===== src/design/aabb_pkg.sv =====
// Shared types and constants for the AABB pair collision detector.
// No dependencies; imported by every module of the block.
`timescale 1ns / 1ps

package aabb_pkg;

  localparam int unsigned MAX_BOXES_DEFAULT = 64;
  localparam int unsigned QUEUE_DEPTH       = 2;

  localparam int unsigned ID_W    = 16;
  localparam int unsigned POS_W   = 16;
  localparam int unsigned SIZE_W  = 15;
  localparam int unsigned COORD_W = 18;

  // At most this many results per box; the last one kept carries last = 1.
  localparam int unsigned RESULT_CAP = 63;
  localparam int unsigned HIT_W      = 6;

  typedef struct packed {
    logic                     new_frame;
    logic [ID_W-1:0]          entity_id;
    logic signed [POS_W-1:0]  pos_x;
    logic signed [POS_W-1:0]  pos_y;
    logic signed [POS_W-1:0]  off_x;
    logic signed [POS_W-1:0]  off_y;
    logic [SIZE_W-1:0]        size_x;
    logic [SIZE_W-1:0]        size_y;
  } in_t;

  typedef struct packed {
    logic [ID_W-1:0] first_entity;
    logic [ID_W-1:0] second_entity;
    logic            store_full;
    logic            last;
  } out_t;

  typedef struct packed {
    logic signed [COORD_W-1:0] min_x;
    logic signed [COORD_W-1:0] min_y;
    logic signed [COORD_W-1:0] max_x;
    logic signed [COORD_W-1:0] max_y;
    logic [ID_W-1:0]           entity;
  } box_t;

  localparam int unsigned BOX_W = $bits(box_t);

endpackage


===== src/design/aabb_front.sv =====
// Front end: accepts input transactions, forms box extents and assigns store slots.
// Depends on aabb_pkg.
`timescale 1ns / 1ps

module aabb_front import aabb_pkg::*; #(
  parameter int unsigned MAX_BOXES = MAX_BOXES_DEFAULT,
  localparam int unsigned CNT_W    = $clog2(MAX_BOXES + 1)
) (
  input  logic             clk_i,
  input  logic             rst_ni,
  input  logic             in_valid_i,
  output logic             in_stall_o,
  input  in_t              in_data_i,
  input  logic             q_full_i,
  output logic             push_o,
  output box_t             box_o,
  output logic [CNT_W-1:0] cnt_o,
  output logic             full_o
);

  logic [CNT_W-1:0] count_q, count_d;
  logic [CNT_W-1:0] n;

  assign in_stall_o = q_full_i;
  assign push_o     = in_valid_i && !q_full_i;

  // Boxes already in the frame that this one is tested against
  assign n      = in_data_i.new_frame ? '0 : count_q;
  assign full_o = (n == CNT_W'(MAX_BOXES));
  assign cnt_o  = n;

  always_comb begin
    box_o.min_x  = {{(COORD_W-POS_W){in_data_i.pos_x[POS_W-1]}}, in_data_i.pos_x}
                 + {{(COORD_W-POS_W){in_data_i.off_x[POS_W-1]}}, in_data_i.off_x};
    box_o.min_y  = {{(COORD_W-POS_W){in_data_i.pos_y[POS_W-1]}}, in_data_i.pos_y}
                 + {{(COORD_W-POS_W){in_data_i.off_y[POS_W-1]}}, in_data_i.off_y};
    box_o.max_x  = box_o.min_x + {{(COORD_W-SIZE_W){1'b0}}, in_data_i.size_x};
    box_o.max_y  = box_o.min_y + {{(COORD_W-SIZE_W){1'b0}}, in_data_i.size_y};
    box_o.entity = in_data_i.entity_id;
  end

  always_comb begin
    count_d = count_q;
    if (push_o) begin
      count_d = full_o ? n : n + CNT_W'(1);
    end
  end

  always_ff @(posedge clk_i or negedge rst_ni) begin
    if (!rst_ni) begin
      count_q <= '0;
    end else begin
      count_q <= count_d;
    end
  end

endmodule


===== config.mk =====
export PLATFORM = sky130hd
export DESIGN_NAME = aabb_front
export DESIGN_NICKNAME = d
export VERILOG_FILES = /design/src/design/aabb_pkg.sv /design/src/design/aabb_front.sv
export SDC_FILE = /design/constraint.sdc
export NUM_CORES = 1
export LEC_CHECK = 0
export BUFFER_PORTS_ARGS = -buffer_cell sky130_fd_sc_hd__clkbuf_2
export CAP_MARGIN = 20
export CORE_ASPECT_RATIO = 1.5
export CORE_MARGIN = 4
export CORE_UTILIZATION = 46
export CTS_BUF_LIST = sky130_fd_sc_hd__clkbuf_4
export CTS_CLUSTER_SIZE = 25
export DETAILED_ROUTE_END_ITERATION = 10
export PLACE_DENSITY = 0.85
export RECOVER_POWER = 50
export SLEW_MARGIN = 20
export SYNTH_ARGS = -nofsm -noshare
export SYNTH_HDL_FRONTEND = slang
export SYNTH_SLANG_ARGS = --single-unit

===== constraint.sdc =====
create_clock -name clk_i -period 6.8 [get_ports clk_i]
set_clock_uncertainty 0.2 [all_clocks]
set_input_delay 1.36 -clock clk_i [delete_from_list [all_inputs] [get_ports clk_i]]
set_output_delay 1.36 -clock clk_i [all_outputs]
set_load 0.01 [all_outputs]

# Yosys cells after proc, flatten, opt, wreduce, memory -nomap -nowiden
# Cells that the tools add are included.
# classes
addsub,5
mul,0
div,0
order_cmp,0
n_eq_ne,1
shifts,0
mux,2
n_bitwise,0
reduce_logical,2
# ops
cell,n
$add 17x16->18,2
$add 16x16->17,2
$mux 7,2
$add 7x1->7 const B,1
$eq 7x7->1 const B,1
$logic_and 1x1->1,1
$logic_not 1->1,1
# totals
ff_bits,7
latchBits,0
ramBits,0
romBits,0
input_bits,115
output_inout_bits,98
n_memories,0

# Longest topological paths before layout
# Gate-level depths: netlist of run 1.
# logic_depth
ltp_word,3
mapped_depth,17
depth_no_buf,17

# Worst setup path after synthesis of run 1
# Ideal clock, no wire load.
# synth_timing
path_kind,input-to-output
startpoint,input port in_data_i[46] in the netlist's numbering
endpoint,output port box_o[51] in the netlist's numbering
t_arrival_ns,4.962
path_slack_ns,0.278
stages,17
path_buffers,0
path_cell_list,ha_1 > fa_1 > a21o_1 > a21o_1 > a211oi_2 > o21ai_0 > a31o_2 > a21oi_1 > xnor2_1 > ha_1 > a21o_1 > a21oi_1 > o21ai_0 > a221oi_4 > nor2b_1 > or3_1 > o31ai_1
# synth_lines
element,line_no,rtl
from (decl),aabb_front.sv:13,"input in_t in_data_i,"
to (decl),aabb_front.sv:16,"output box_t box_o,"

==> results of run 1 <==
## final cells by class
cell class,instances,share of cell area
clock buffers,4,0.00673
inverters,17,0.0143
multi-input cells,415,0.710
flip-flops and latches,7,0.0392
well taps,100,0.0280
repair buffers,184,0.201
## through the flow
stage / power (mW) / cells / setup WS [ns] / utilization / hold WS (ns)
after floorplan: 0.628 / 464 / 0.278 / - / 0.261
after global placement: 0.875 / 722 / 0.0684 / 0.600 / 0.303
after detailed placement: 0.897 / 722 / -0.119 / 0.600 / 0.311
after CTS: 0.947 / 727 / 0.0340 / 0.606 / 0.335
after global routing: 1.04 / 727 / -0.00537 / 0.610 / 0.389
final: 0.952 / 727 / 0.181 / 0.610 / 0.329
## power by group
group / total [mW] / internal (mW) / switching [mW]
Clock: 0.0424 / 0.0264 / 0.0160
Sequential: 0.0684 / 0.0527 / 0.0157
Combinational: 0.841 / 0.370 / 0.471
Total: 0.952 / 0.449 / 0.503
## cell usage in the layout, fill, tap and decap left out, drive strengths merged, types with 13 or more instances in the layout
cell type / instances
a21oi: 50
nor2b: 13
clkbuf: 183
nand2: 28
xnor2: 38
xor2: 17
inv: 17
ha: 64
a21o: 21
o21ai: 38
nor2: 30
## cell families after synthesis
kind of cell | synth area share
compound gates | 0.315
xor+xnor | 0.137
fa+ha+maj | 0.251
buf+inv | 0.0652
flops | 0.0499
mux | 0.0114
simple gates | 0.170
## final timing paths
path / cells after the start / end
max: 19 / box_o[51]
min: 2 / count_q[1]
max reg2reg: 7 / count_q[0]
min reg2reg: 2 / count_q[1]
max in group asynchronous: 1 / count_q[4]
min in group asynchronous: 1 / count_q[0]
## critical path, cell delays in order
cell and delay (ns):
clkbuf_2 0.09, ha_2 0.20, fa_2 0.35, a21o_1 0.17
a21o_1 0.23, a211oi_2 0.31, buf_4 0.17, nor3_1 0.05
o31ai_2 0.27, nor4b_1 0.28, a311o_1 0.21, ha_2 0.33
nand3_1 0.10, nor2_1 0.06, a221oi_4 0.25, nor2b_1 0.07
or3_1 0.30, o31ai_1 0.07, buf_2 0.17
## per-layer routing
metal	wire length, um	GRT usage	up-vias
li1	-	-	2023
met4	189	0.0585	0
met2	5470	0.420	194
met5	0	0	-
met3	908	0.0439	27
met1	3970	0.223	1857
## repair_timing
action,CTS,global route
hold buffers,0,0
pin swaps,2,7
resized for setup,2,15
endpoints found under the setup margin,1,3
buffers inserted,1,0
==> summary.md, run 1 <==
| Metric | Value |
|---|---|
| Status | `finished clean` |
| Count leader, synth | `ha_1` |
| Layout area overhead | `27.2%` |
| Leakage power total | `2.28 nW` |
| Synth top area cells | `ha_1 23%, xnor2_1 9.5%, a21oi_1 7.1%, dfrtp_1 5.0%, o21ai_0 5.0%` |
| Die area | `9120 um2` |
| Vias per cell | `5.64` |
| Global route total overflow | `0` |
| Total core area | `7320 um2` |
| Reg2reg start | `count_q[0]` |
| CTS Root Cell | `clkbuf_4` |
| 1st-iter DRT viols | `185` |
| Number of fill cells | `697` |
| Crit. Startpoint | `in_data_i[46]` |
| DRC | `0` |
| First-pass GRT wire length | `16600 um` |
| Hold path startpoint | `count_q[1]` |
| Largest net degree at the start of global routing | `13` |
| Chip width | `79.3 um` |
| Mapped Nets | `647` |
| Hold WC Path Type | `register to register` |
| Setup TNS Final | `0 ns` |
| Gr usage total | `0.213` |
| Post-synth EDFFs | `0` |
| Final period util | `0.973` |
| Reg2Reg Setup Slack | `4.66 ns` |
| PwrDens | `213 nW/um2` |
| Min Tclk post-route | `6.62 ns` |
| CTS buffer count | `3` |
| Distinct cells, synth | `55` |
| Max Buffers Root-to-Sink | `2` |
| Mapped Cells | `464` |
| Final nets | `811` |
| Initial antenna violation count | `0` |
| Synth Flop Type | `dfrtp_1` |
| DIE HEIGHT | `115 um` |
| CP Data Arrival Time | `5.06 ns` |
| Final setup violation count | `0` |
| Largest area contributor in the netlist | `ha_1` |
| Maximum fanout along the worst path | `5` |
| Antenna cell count | `0` |
| Mean post-synth cell area | `7.57 um2` |
| Layout cell share with drive strength beyond 1 | `0.298` |
| Placed cell area | `4390 um2` |
| CP Class | `input pin to primary output` |
| Worst vdd rail ir drop | `0.141 mV` |
| Final Hold Viols | `0` |
| Worst slew pin tran | `0.899 ns` |
| CTS tree | `built` |
| Biggest register | `count_q` |
| Post-synthesis sequential area ratio | `0.0499` |
| Post-DP HPWL | `9200 um` |
| Routability cong. | `0.935` |
| Fmax | `0.151 GHz` |
| H-tree level count | `1` |
| Largest regs | `count_q (7)` |
| Reg area | `175 um2` |
| Slew Limit Fails | `0` |
| Clock Sinks | `7` |
| Final ANT Viol Nets | `0` |
| CP startpoint kind | `input pin` |
| Ys async rst share | `1.00` |
| Clk_lat worst skew | `0.25 ns` |
| Footprint of the multi-input gates | `3170 um2` |
| Synth top cells by count | `64 x ha_1, 50 x a21oi_1, 38 x xnor2_1, 35 x o21ai_0, 30 x nor2_1` |
| Maxcap violations | `0` |
| Largest register FFs | `7` |
| PortBufs | `180` |
| CTS clock-pin slew for the worst setup and hold paths | `0.05 ns` |
| Initial core utilization | `0.479` |
| Worst Setup End Kind | `primary output` |
| Fin area | `4460 um2` |
| Data required, critical path | `5.24 ns` |
| FF+latch count, synth | `7` |
| FP Rows | `38` |
| Synth Warn # | `0` |
| IO Pins | `213` |
| Routed wire length | `10500 um` |
| Synthesized area | `3510 um2` |
| Number of global-route vias before repair | `4023` |
| Vias | `4101` |
| Routed wire per std cell | `14.5 um` |
| Max transition margin | `0.395` |
| Synth top area share | `0.228` |
| 1st-pass router iterations | `5` |
Power figures use the tool's default switching activity.
==> run 2: changes to the inputs <==
CORE_MARGIN = 8   (was 4)
==> run 2 against run 1 <==
Against the previous run: final cell count is 1.4% higher; sequential cell count stayed put; total power up 2.0%; routed wire length rose by 8.4%; largest power group unchanged.
==> summary.md, run 2 (synthesized netlist as in run 1, its figures left out) <==
| Metric | Value |
|---|---|
| Final setup violation count | `0` |
| Max Buffers Root-to-Sink | `2` |
| Post-route setup slack | `0.110 ns` |
| Routed wire per std cell | `15.5 um` |
| Final ANT Viol Nets | `0` |
| Min Tclk post-route | `6.69 ns` |
| Data required, critical path | `5.24 ns` |
| CTS Root Cell | `clkbuf_4` |
| Initial core utilization | `0.467` |
| CTS tree | `built` |
| Global route total overflow | `0` |
| Vias | `4128` |
| Worst Setup End Kind | `primary output` |
| Footprint of the multi-input gates | `3160 um2` |
| 1st-pass router iterations | `4` |
| PortBufs | `180` |
| Largest register FFs | `7` |
| Post-DP HPWL | `9820 um` |
| Worst slew pin tran | `0.739 ns` |
| Unrepaired setup endpoints after global routing | `yes` |
| CP max stage delay | `0.36 ns` |
| CP max stage cell | `fa_2` |
| CP startpoint kind | `input pin` |
| CP Cell Sequence | `clkbuf_2, ha_1, fa_2, a21o_1, a21o_1, a211oi_2, buf_4, buf_4, nor3_1, o31ai_2, nand2b_1, xor2_1, ha_2, nand2_2, o21ai_2, a221oi_4, nor2b_1, or3_1, o31ai_1, buf_2` |
| Reg2Reg Setup Slack | `4.79 ns` |
| FP Rows | `39` |
| Hold-critical path depth | `2` |
| H-tree level count | `1` |
| Worst Path Buf+Inv | `4` |
| Number of cells on the critical path | `20` |
| First-pass GRT wire length | `18100 um` |
| Layout cell share with drive strength beyond 1 | `0.307` |
| Vias per cell | `5.60` |
| Layout area overhead | `28.8%` |
| Routed wire length | `11400 um` |
| CTS clock-pin slew for the worst setup and hold paths | `0.05 ns` |
| Worst vdd rail ir drop | `0.135 mV` |
| Hold WC Path Type | `register to register` |
| Clock Sinks | `7` |
| Routability cong. | `0.909` |
| Number of global-route vias before repair | `4320` |
| DIE HEIGHT | `123 um` |
| Slew Limit Fails | `0` |
| Initial antenna violation count | `0` |
| Met3 Resource Use GR | `0.0359` |
| Most frequent cells in the layout | `153 x clkbuf_2, 62 x ha_1, 47 x a21oi_1` |
| Status | `finished clean` |
| 1st-iter DRT viols | `157` |
| Total core area | `7510 um2` |
| Antenna cell count | `0` |
| R2R depth | `7` |
| Max transition margin | `0.503` |
| Final period util | `0.984` |
| Commonest non-fill, non-tap cell in the layout | `clkbuf_2` |
| Final Core Density | `0.602` |
| CTS buffer count | `3` |
| Gr busiest metal | `met2` |
| CTS Hold Buffers Added | `0` |
| CP Class | `input pin to primary output` |
| Biggest register | `count_q` |
| DRC | `0` |
| Gr usage total | `0.199` |
| IO Pins | `213` |
| Met1 usage | `0.200` |
| Leakage power total | `2.31 nW` |
| Maxcap violations | `0` |
| Cell family with most CP delay | `compound AO/OA/AOI/OAI gates` |
| CP Data Arrival Time | `5.13 ns` |
| Clk_lat worst skew | `0.25 ns` |
| Largest regs | `count_q (7)` |
| Pre-CTS setup slack | `-0.179 ns` |
| Fmax | `0.149 GHz` |
| Largest net degree at the start of global routing | `13` |
| Maximum fanout along the worst path | `4` |
| Number of fill cells | `696` |
| Reg area | `175 um2` |
| Die area | `10700 um2` |
| Routing usage on met2 | `0.397` |
| Final Hold Viols | `0` |
| Final nets | `819` |
| PwrDens | `215 nW/um2` |
| Chip width | `87.3 um` |
==> run 2: cell count changes in the layout (fill, tap and decap cells not counted), sizes merged <==
cell,previous run,this run
buf,5,14
clkbuf,183,182
==> run 2: worst reg2reg max path, stage by stage, from the launching register on <==
cell	delay [ns]
dfrtp_1	0.40
nand2b_1	0.10
ha_1	0.16
nand3b_1	0.07
nor4_1	0.57
nand2_1	0.17
o21ai_0	0.12
o21ai_0	0.09
==> run 2: layer usage <==
layer | part of all wire | vias up | routed length (um)
li1 | - | 2039 | -
met1 | 0.37 | 1889 | 4280
met2 | 0.53 | 167 | 6080
met3 | 0.066 | 33 | 748
met4 | 0.027 | 0 | 309
met5 | 0 | - | 0
==> run 2: cell type report <==
| cell class | instances | share of cell area |
|---|---|---|
| clock buffers | 4 | 0.00664 |
| inverters | 17 | 0.0141 |
| multi-input cells | 415 | 0.700 |
| flip-flops and latches | 7 | 0.0387 |
| well taps | 102 | 0.0282 |
| repair buffers | 192 | 0.212 |
==> run 2: worst paths after layout <==
path                                from    endpoint
setup reg to reg              count_q[1]  count_q[0]
hold / removal                count_q[1]  count_q[1]
max in group asynchronous         rst_ni  count_q[5]
min in group asynchronous         rst_ni  count_q[0]
setup / recovery           in_data_i[46]   box_o[51]
hold reg to reg               count_q[1]  count_q[1]
==> run 2: where the power goes <==
group	internal (mW)	total [mW]	switching, mW
sequential	0.0527	0.0670	0.0143
clock	0.0264	0.0429	0.0164
combinational	0.383	0.861	0.478
==> run 2: metrics by stage <==
step / hold slack [ns] / std cells / TNS (ns) / area (um2) / power [mW]
global placement: 0.295 / 726 / 0 / 4410 / 0.887
detailed placement: 0.310 / 726 / -0.179 / 4410 / 0.905
finish: 0.321 / 737 / 0 / 4520 / 0.971
CTS: 0.323 / 732 / 0 / 4470 / 0.959
global route: 0.355 / 737 / -0.195 / 4520 / 1.06
floorplan: 0.261 / 464 / 0 / 3510 / 0.628
==> run 2: repair_timing <==
item | in CTS | in global routing
resized for setup | 3 | 15
pin swaps | 2 | 10
setup buffers | 2 | 5
setup endpoints to repair | 1 | 4
