### src/design/aabb_pkg.sv
// Shared types and constants for the AABB pair collision detector.
// No dependencies; imported by every module of the block.
`timescale 1ns / 1ps

package aabb_pkg;

  localparam int unsigned MAX_BOXES_DEFAULT = 64;
  localparam int unsigned QUEUE_DEPTH       = 2;

  localparam int unsigned ID_W    = 16;
  localparam int unsigned POS_W   = 16;
  localparam int unsigned SIZE_W  = 15;
  localparam int unsigned COORD_W = 18;

  // At most this many results per box; the last one kept carries last = 1.
  localparam int unsigned RESULT_CAP = 63;
  localparam int unsigned HIT_W      = 6;

  typedef struct packed {
    logic                     new_frame;
    logic [ID_W-1:0]          entity_id;
    logic signed [POS_W-1:0]  pos_x;
    logic signed [POS_W-1:0]  pos_y;
    logic signed [POS_W-1:0]  off_x;
    logic signed [POS_W-1:0]  off_y;
    logic [SIZE_W-1:0]        size_x;
    logic [SIZE_W-1:0]        size_y;
  } in_t;

  typedef struct packed {
    logic [ID_W-1:0] first_entity;
    logic [ID_W-1:0] second_entity;
    logic            store_full;
    logic            last;
  } out_t;

  typedef struct packed {
    logic signed [COORD_W-1:0] min_x;
    logic signed [COORD_W-1:0] min_y;
    logic signed [COORD_W-1:0] max_x;
    logic signed [COORD_W-1:0] max_y;
    logic [ID_W-1:0]           entity;
  } box_t;

  localparam int unsigned BOX_W = $bits(box_t);

endpackage

### src/design/aabb_queue.sv
// Small FIFO between the front end and the sweep engine.
// Depends on aabb_pkg for the default depth.
`timescale 1ns / 1ps

module aabb_queue import aabb_pkg::*; #(
  parameter int unsigned DATA_W = 8,
  parameter int unsigned DEPTH  = QUEUE_DEPTH,
  localparam int unsigned PTR_W = (DEPTH > 1) ? $clog2(DEPTH) : 1,
  localparam int unsigned LVL_W = $clog2(DEPTH + 1)
) (
  input  logic              clk_i,
  input  logic              rst_ni,
  input  logic              push_i,
  input  logic [DATA_W-1:0] wdata_i,
  output logic              full_o,
  input  logic              pop_i,
  output logic              valid_o,
  output logic [DATA_W-1:0] rdata_o
);

  logic [DATA_W-1:0] entry_q [DEPTH];
  logic [PTR_W-1:0]  wr_ptr_q, wr_ptr_d;
  logic [PTR_W-1:0]  rd_ptr_q, rd_ptr_d;
  logic [LVL_W-1:0]  level_q, level_d;

  assign full_o  = (level_q == LVL_W'(DEPTH));
  assign valid_o = (level_q != '0);
  assign rdata_o = entry_q[rd_ptr_q];

  always_comb begin
    wr_ptr_d = wr_ptr_q;
    rd_ptr_d = rd_ptr_q;
    level_d  = level_q;
    if (push_i) begin
      wr_ptr_d = (wr_ptr_q == PTR_W'(DEPTH - 1)) ? '0 : wr_ptr_q + PTR_W'(1);
    end
    if (pop_i) begin
      rd_ptr_d = (rd_ptr_q == PTR_W'(DEPTH - 1)) ? '0 : rd_ptr_q + PTR_W'(1);
    end
    if (push_i && !pop_i) begin
      level_d = level_q + LVL_W'(1);
    end else if (pop_i && !push_i) begin
      level_d = level_q - LVL_W'(1);
    end
  end

  always_ff @(posedge clk_i or negedge rst_ni) begin
    if (!rst_ni) begin
      wr_ptr_q <= '0;
      rd_ptr_q <= '0;
      level_q  <= '0;
    end else begin
      wr_ptr_q <= wr_ptr_d;
      rd_ptr_q <= rd_ptr_d;
      level_q  <= level_d;
    end
  end

  always_ff @(posedge clk_i) begin
    if (push_i) begin
      entry_q[wr_ptr_q] <= wdata_i;
    end
  end

endmodule

### config.mk
export PLATFORM = sky130hd
export DESIGN_NAME = aabb_queue
export DESIGN_NICKNAME = d
export VERILOG_FILES = /design/src/design/aabb_pkg.sv /design/src/design/aabb_queue.sv
export SDC_FILE = /design/constraint.sdc
export NUM_CORES = 1
export LEC_CHECK = 0
export ABC_AREA = 1
export BUFFER_PORTS_ARGS = -buffer_cell sky130_fd_sc_hd__buf_2
export CORE_MARGIN = 8
export CORE_UTILIZATION = 49
export DETAILED_ROUTE_END_ITERATION = 8
export GPL_TIMING_DRIVEN = 1
export HOLD_SLACK_MARGIN = 0.03
export PLACE_DENSITY_LB_ADDON = 0.2
export SYNTH_ARGS = -nofsm -noshare
export SYNTH_HDL_FRONTEND = slang
export SYNTH_SLANG_ARGS = --single-unit
### constraint.sdc
create_clock -name clk_i -period 1.5 [get_ports clk_i]
set_input_delay 0.15 -clock clk_i [delete_from_list [all_inputs] [get_ports clk_i]]
set_output_delay 0.15 -clock clk_i [all_outputs]
set_load 0.02 [all_outputs]
# Yosys cells after proc, flatten, opt, wreduce, memory -nomap -nowiden
# Memory sizes are Yosys's and may differ from the RTL's.
# Index checks and enable logic that the tools add are counted.
# word_totals
romBits,0
inputBits,12
mem_count,1
out_inout_bits,10
mem_bits_rw,16
reg_bits,4
latchBits,0
# op_classes
addsub,4
mux,6
div,0
n_eq_ne,1
bitwise,0
n_reduce_logical,6
multipliers,0
shifts,0
n_lt_le_gt_ge,0
# memory_table
memory,depth,width,rd,rd_ports_with_merged_regs,wr,line,text
entry_q,2,8,1,0,1,aabb_queue.sv:21,logic [DATA_W-1:0] entry_q [DEPTH];
# op_table
op,count
two-way mux 1 bit,4
two-way mux 2 bit,2
nonzero test 2 bit,2
adder 1 bit (second input constant),2
adder 2 x 1 -> 2 bit (second input constant),1
== test 2 bit (second input constant),1
logical AND 1 bit,2
logical NOT 1 bit,2
subtractor 2 x 1 -> 2 bit (second input constant),1

# Depth between registers and ports, before layout
# Gate-level depths: netlist (run 1).
# depth
ltp_word,4
ltp_mapped,7
depth_no_buf,7

# Least setup slack after synthesis (run 1)
# Ideal clock, no wire load.
# synth_timing
kind,reg-to-reg
from,register wr_ptr_q
to,"memory entry_q[0][0], enable pin"
required_time_ns,1.130
path_buffers,0
t_arrival_ns,0.774
setup_time_ns,0.370
path_slack_ns,0.356
stages_incl_launch_ff,2
path_cell_list,dfrtp_1 > nor2_1
# synth_lines
element,line,text
start: declaration,aabb_queue.sv:22,"logic [PTR_W-1:0] wr_ptr_q, wr_ptr_d;"
start signal: assignment,aabb_queue.sv:53,wr_ptr_q <= wr_ptr_d;
end: declaration,aabb_queue.sv:21,
# Straight into the memory's write port.

# Final worst setup path (run 1)
# layout_timing
from,register rd_ptr_q
to,output rdata_o[2]
# layout_via
elab_chain_cells,1
# layout_rtl
element,line,text
start: declaration,aabb_queue.sv:23,"logic [PTR_W-1:0] rd_ptr_q, rd_ptr_d;"
start signal: assignment,aabb_queue.sv:54,rd_ptr_q <= rd_ptr_d;
memory read (2 x 8 bit),-,
end: declaration,aabb_queue.sv:18,output logic [DATA_W-1:0] rdata_o
# Every way passes these cells.

==> impl_metrics.yaml, run 1 <==
run_status:
  status: "finished, final reports clean"
synthesis:
  synth_top_area_share_pct: 58.72
  synthTopCellsByArea: "edfxtp_1, mux2_4, dfrtp_1"
  synth.most_common_cell: "edfxtp_1"
  synth_nets: 63
  seq_area_frac_synth_pct: 70.95
  netlist_area_um2: 818.3
  avgSynthCellArea_um2: 16.37
  syn_inst: 50
  ys_top_cells_by_count: "edfxtp_1, mux2_4, inv_1"
  synth_edf_count: 16
  synth-async-reset-ratio_pct: 20.00
  ys_ff_latch: 20
  synth.distinct_cells: 12
  post-synth-top-area-cell: "edfxtp_1"
  dominantRegCellSynth: "edfxtp_1"
  synth_warnings: 0
sta:
  layout_setup_ws_ns: 0.02431
  fmax_ghz: 0.6777
  hold-worst-slack_ns: 0.04574
  hold_viol_final: 0
  fin_skew_ns: 0.001847
  rsz0062_at_grt: "yes"
  fin_crit_ns: 1.476
  max_slew_margin_pct: 78.81
  worst_pin_slew_ns: 0.3175
  setup_violations: 0
  drv_slew: 0
  finalCritPeriodShare_pct: 98.38
placement:
  gp_congestion: 0.6433
  dp_hpwl_um: 999.9
  placed_area_um2: 947.2
  port_buffers: 21
  pre_cts_ws_ns: 0.1996
  dp.cells: 88
clock_tree:
  clockBufferDepth: 2
  tritoncts: "built"
  cts_sinks: 20
  clock_latency_ns: 0.29
  htreeDepth: 1
  clk_pin_slew_ns: 0.10
  clock-root-buffer: "clkbuf_4"
  numCtsBuffers: 3
pwr:
  ir_drop_mv: 1.046
  power.total_uw: 1864
  power.density_nw_per_um2: 1720
  leakage_uw: 0.0004986
setup_path:
  worst-setup-path-type: "reg -> out"
  path_cells: "buf_2, mux2_4, buf_2"
  end_kind: "output pin"
  cp.required_ns: 1.35
  r2r_slack_ns: 0.47
  critPathMaxFanout: 4
  cpPeakStageDelay_ns: 0.42
  critPathMostFrequentCell: "buf_2"
  timing.rr.start: "wr_ptr_q"
  cp.arrival_ns: 1.33
  cp_slowest_cell: "dfrtp_2"
  rr_worst_depth: 2
  worstSetupStartpointType: "flop"
  r2r-end: "entry_q[1][2]"
drt:
  wl_mm: 1.400
  post_drt_wl_per_cell_um: 13.59
  ant_nets: 0
  vias_per_cell: 4.767
  drtPass1Iterations: 4
  drt_iter0_drc: 5
  drc: 0
  vias: 491
floorplan:
  rows: 14
  die_w_um: 56.87
  start_util_pct: 53.08
  core_um2: 1541
  die_area_um2: 3234
  pin_count: 22
  die_h_um: 56.87
grt:
  antenna_found_initial: 0
  gr-total-overflow: 0
  grt.total_usage_pct: 9.286
  grt_pass1_vias: 510
  grt_max_degree: 12
  grt_pass1_wl_mm: 2.277
worst_hold_path:
  hp-start: "wdata_i[2]"
  holdPathEnd: "entry_q[0][2]"
  hold_class: "in -> reg"
  min_path_cells: 1
finish:
  diodes: 0
  drive_gt1_share_pct: 43.68
  stdcell_count: 103
  nNetsFinal: 101
  finalInstanceArea_um2: 1084
  syn_to_final_growth_pct: 32.42
flow_run:
  maxCapViolCount: 0
==> worst max-delay path by stage <==
stage | startpoint | to | slack [ns] | cells past startpoint
detailed placement | rd_ptr_q | rdata_o[0] | 0.20 | 2
finish | rd_ptr_q | rdata_o[2] | 0.02 | 3
global route | rd_ptr_q | rdata_o[3] | -0.02 | 3
global placement | rd_ptr_q | rdata_o[0] | 0.21 | 2
CTS | rd_ptr_q | rdata_o[0] | 0.008 | 2
floorplan | wr_ptr_q | entry_q[0][0] | 0.36 | 1
==> critical path: cells and delay by family (launching register included) <==
| kind | cells | cell delay, ns |
|---|---|---|
| buffers and inverters | 2 | 0.32 |
| DFF | 1 | 0.42 |
| muxes | 1 | 0.29 |
==> registers in the layout (all words and copies together) (netlist names) <==
signal    flops
entry_q      16
rd_ptr_q      1
level_q       2
wr_ptr_q      1
==> timing repair <==
item                                   4_1_cts  5_1_grt
gates cloned                                 0        0
gates resized for setup                      1        3
pin swaps                                    0        0
hold buffers                                 6        2
endpoints found under the hold margin       13        4
buffers inserted                             1        2
setup endpoints to repair                    8        8
==> per-layer routing <==
| metal | share of wire (%) | wire length, µm | GRT usage [%] | vias to the layer above |
|---|---|---|---|---|
| li1 | - | - | - | 247 |
| met1 | 41 | 572 | 9.346 | 224 |
| met2 | 47 | 660 | 14.26 | 16 |
| met3 | 8.6 | 121 | 4.719 | 4 |
| met4 | 3.3 | 46 | 7.047 | 0 |
| met5 | 0 | 0 | 0 | - |
==> through the flow <==
stage | utilization (%) | TNS, ns
floorplan | - | 0
global placement | 61.44 | 0
detailed placement | 61.44 | 0
CTS | 67.61 | 0
global route | 70.29 | -0.06185
finish | 70.29 | 0
==> logic make-up after synthesis <==
| kind of cell | Yosys count | share of synthesized area (%) |
|---|---|---|
| buffers and inverters | 8 | 4.588 |
| and+or+nand+nor | 10 | 5.046 |
| adders and majority gates | 1 | 1.529 |
| DFF | 20 | 70.95 |
| muxes | 8 | 14.68 |
| xor gates and xnor gates | 3 | 3.212 |
==> final cells by class <==
| cell class | count | area, µm² |
|---|---|---|
| sequential | 20 | 581.8 |
| clock inverter | 1 | 3.754 |
| tap | 16 | 20.02 |
| clock buffer | 3 | 22.52 |
| multi-input combinational | 22 | 200.2 |
| timing repair buffer | 34 | 229.0 |
| inverter | 7 | 26.28 |
| fill | 119 | 457.9 |
==> placed cells by master, fill, tap and decap left out <==
cell / n
buf_2: 20
buf_4: 5
buf_6: 1
clkbuf_4: 3
clkinv_1: 1
dfrtp_1: 3
dfrtp_2: 1
dlygate4sd3_1: 8
edfxtp_1: 16
ha_1: 1
inv_1: 7
mux2_4: 8
nand2_1: 6
nand3_1: 1
nand4_1: 1
nor2_1: 2
xnor2_1: 1
xor2_1: 2
==> where the power goes <==
group | leakage, µW | switching, µW | internal (µW)
clock | 0.0000154 | 154 | 96.9
combinational | 0.000287 | 405 | 387
sequential | 0.000196 | 64.8 | 756
total | 0.000499 | 624 | 1240
Note: power is estimated with default switching activity, not from simulation.
==> run 2: changes to the inputs <==
==> constraint.sdc (replaced) <==
create_clock -name clk_i -period 1.5 [get_ports clk_i]
set_input_delay 0.3 -clock clk_i [delete_from_list [all_inputs] [get_ports clk_i]]
set_output_delay 0.3 -clock clk_i [all_outputs]
set_load 0.02 [all_outputs]
==> impl_metrics.yaml, run 2 (same netlist as run 1, synthesis figures left out) <==
finish:
  nNetsFinal: 94
  drive_gt1_share_pct: 47.50
  utilization_pct: 69.07
  final_common_cell: "edfxtp_1"
  largest-register: "entry_q"
  syn_to_final_growth_pct: 30.12
  n_fill_cell: 113
  layout_common_cells: "edfxtp_1, buf_2, buf_6"
  largest_reg_flops: 16
  reg_top3: "entry_q: 16 flops, level_q: 2 flops"
  diodes: 0
placement:
  port_buffers: 21
  dp_hpwl_um: 999.9
  gp_congestion: 0.6433
  pre_cts_ws_ns: 0.04964
sta:
  fmax_ghz: 0.6277
  max_slew_margin_pct: 79.83
  rsz0062_at_grt: "yes"
  setup_violations: 8
  layout_setup_ws_ns: -0.09300
  finalCritPeriodShare_pct: 106.2
  hold_viol_final: 0
  worst_pin_slew_ns: 0.3023
  drv_slew: 0
  fin_skew_ns: 0.003342
  fin_crit_ns: 1.593
pwr:
  power.density_nw_per_um2: 1862
  power.total_uw: 1982
  leakage_uw: 0.0004867
  ir_drop_mv: 1.051
grt:
  gr-total-overflow: 0
  antenna_found_initial: 0
  grt_pass1_vias: 508
  grt_pass1_wl_mm: 2.249
  use_met2_pct: 13.95
  grt_busiest_layer: "met2"
  grt_max_degree: 12
  use_met1_pct: 9.587
  grt.met3_usage_pct: 4.270
  grt.total_usage_pct: 9.049
drt:
  wl_mm: 1.355
  drc: 0
  ant_nets: 0
  drt_iter0_drc: 9
  post_drt_wl_per_cell_um: 14.11
  drtPass1Iterations: 3
  vias: 463
  vias_per_cell: 4.823
setup_path:
  end_kind: "output pin"
  cp.arrival_ns: 1.29
  worst-setup-path-type: "reg -> out"
  worstSetupStartpointType: "flop"
  cp-startpoint: "rd_ptr_q"
  timing.rr.start: "wr_ptr_q"
  cp.required_ns: 1.20
  critPathMaxFanout: 5
  r2r_slack_ns: 0.49
floorplan:
  die_h_um: 56.87
  die_area_um2: 3234
  rows: 14
  pin_count: 22
  core_um2: 1541
  start_util_pct: 53.08
  die_w_um: 56.87
run_status:
  violations: "negative setup slack"
  status: "finished with violations"
clock_tree:
  tritoncts: "built"
  cts_sinks: 20
  clk_pin_slew_ns: 0.11
  clock_latency_ns: 0.29
  htreeDepth: 1
  clockBufferDepth: 2
  clock-root-buffer: "clkbuf_4"
  numCtsBuffers: 3
worst_hold_path:
  hp-start: "wdata_i[3]"
  hold_class: "in -> reg"
flow_run:
  maxCapViolCount: 0
## run 2: cell type report
type                            instances  area (µm²)  share of cell area (%)
Inverter                                7       26.28                   2.468
Timing Repair Buffer                   27       210.2                   19.74
Sequential cell                        20       581.8                   54.64
Clock buffer                            3       22.52                   2.115
Tap cell                               16       20.02                   1.880
Clock inverter                          1       3.754                  0.3525
Multi-Input combinational cell         22       200.2                   18.80
## run 2: repair_timing
action                                  CTS  global route
endpoints found under the setup margin    8             8
setup buffers                             3             0
hold buffers                              1             0
gates resized for setup                  20             0
endpoints found under the hold margin     4             0
## run 2: worst max-delay path, cell delays in order, from the launching register on
cell,delay [ns]
dfrtp_2,0.43
buf_6,0.14
mux2_4,0.30
buf_6,0.13
## run 2: worst paths after layout
path | endpoint | depth (start not counted)
min in group asynchronous | rd_ptr_q | 2
max in group asynchronous | rd_ptr_q | 2
worst max register to register | entry_q[0][7] | 2
worst min-delay path | entry_q[1][3] | 1
worst max-delay path | rdata_o[0] | 3
worst min register to register | level_q[1] | 2
## run 2: metal layers
metal	share of wire, %	vias to the layer above
li1	-	232
met1	43	213
met2	48	16
met3	7.5	2
met4	1.1	0
met5	0	-
## run 2: metrics by stage
stage          TNS, ns  area (µm²)  hold slack [ns]  cells
6_report       -0.6918        1065           0.1844     96
5_1_grt         -1.013        1065           0.1721     96
3_5_place_dp         0       947.2           0.1130     88
2_1_floorplan        0       818.3         0.004409     50
4_1_cts        -0.7743        1065           0.1744     96
3_3_place_gp         0       947.2           0.1129     88
## run 2: where the power goes
part           switching [µW]  internal [µW]  leakage [µW]
clock network             155           96.8     0.0000154
registers                68.3            756      0.000196
logic                     422            484      0.000275
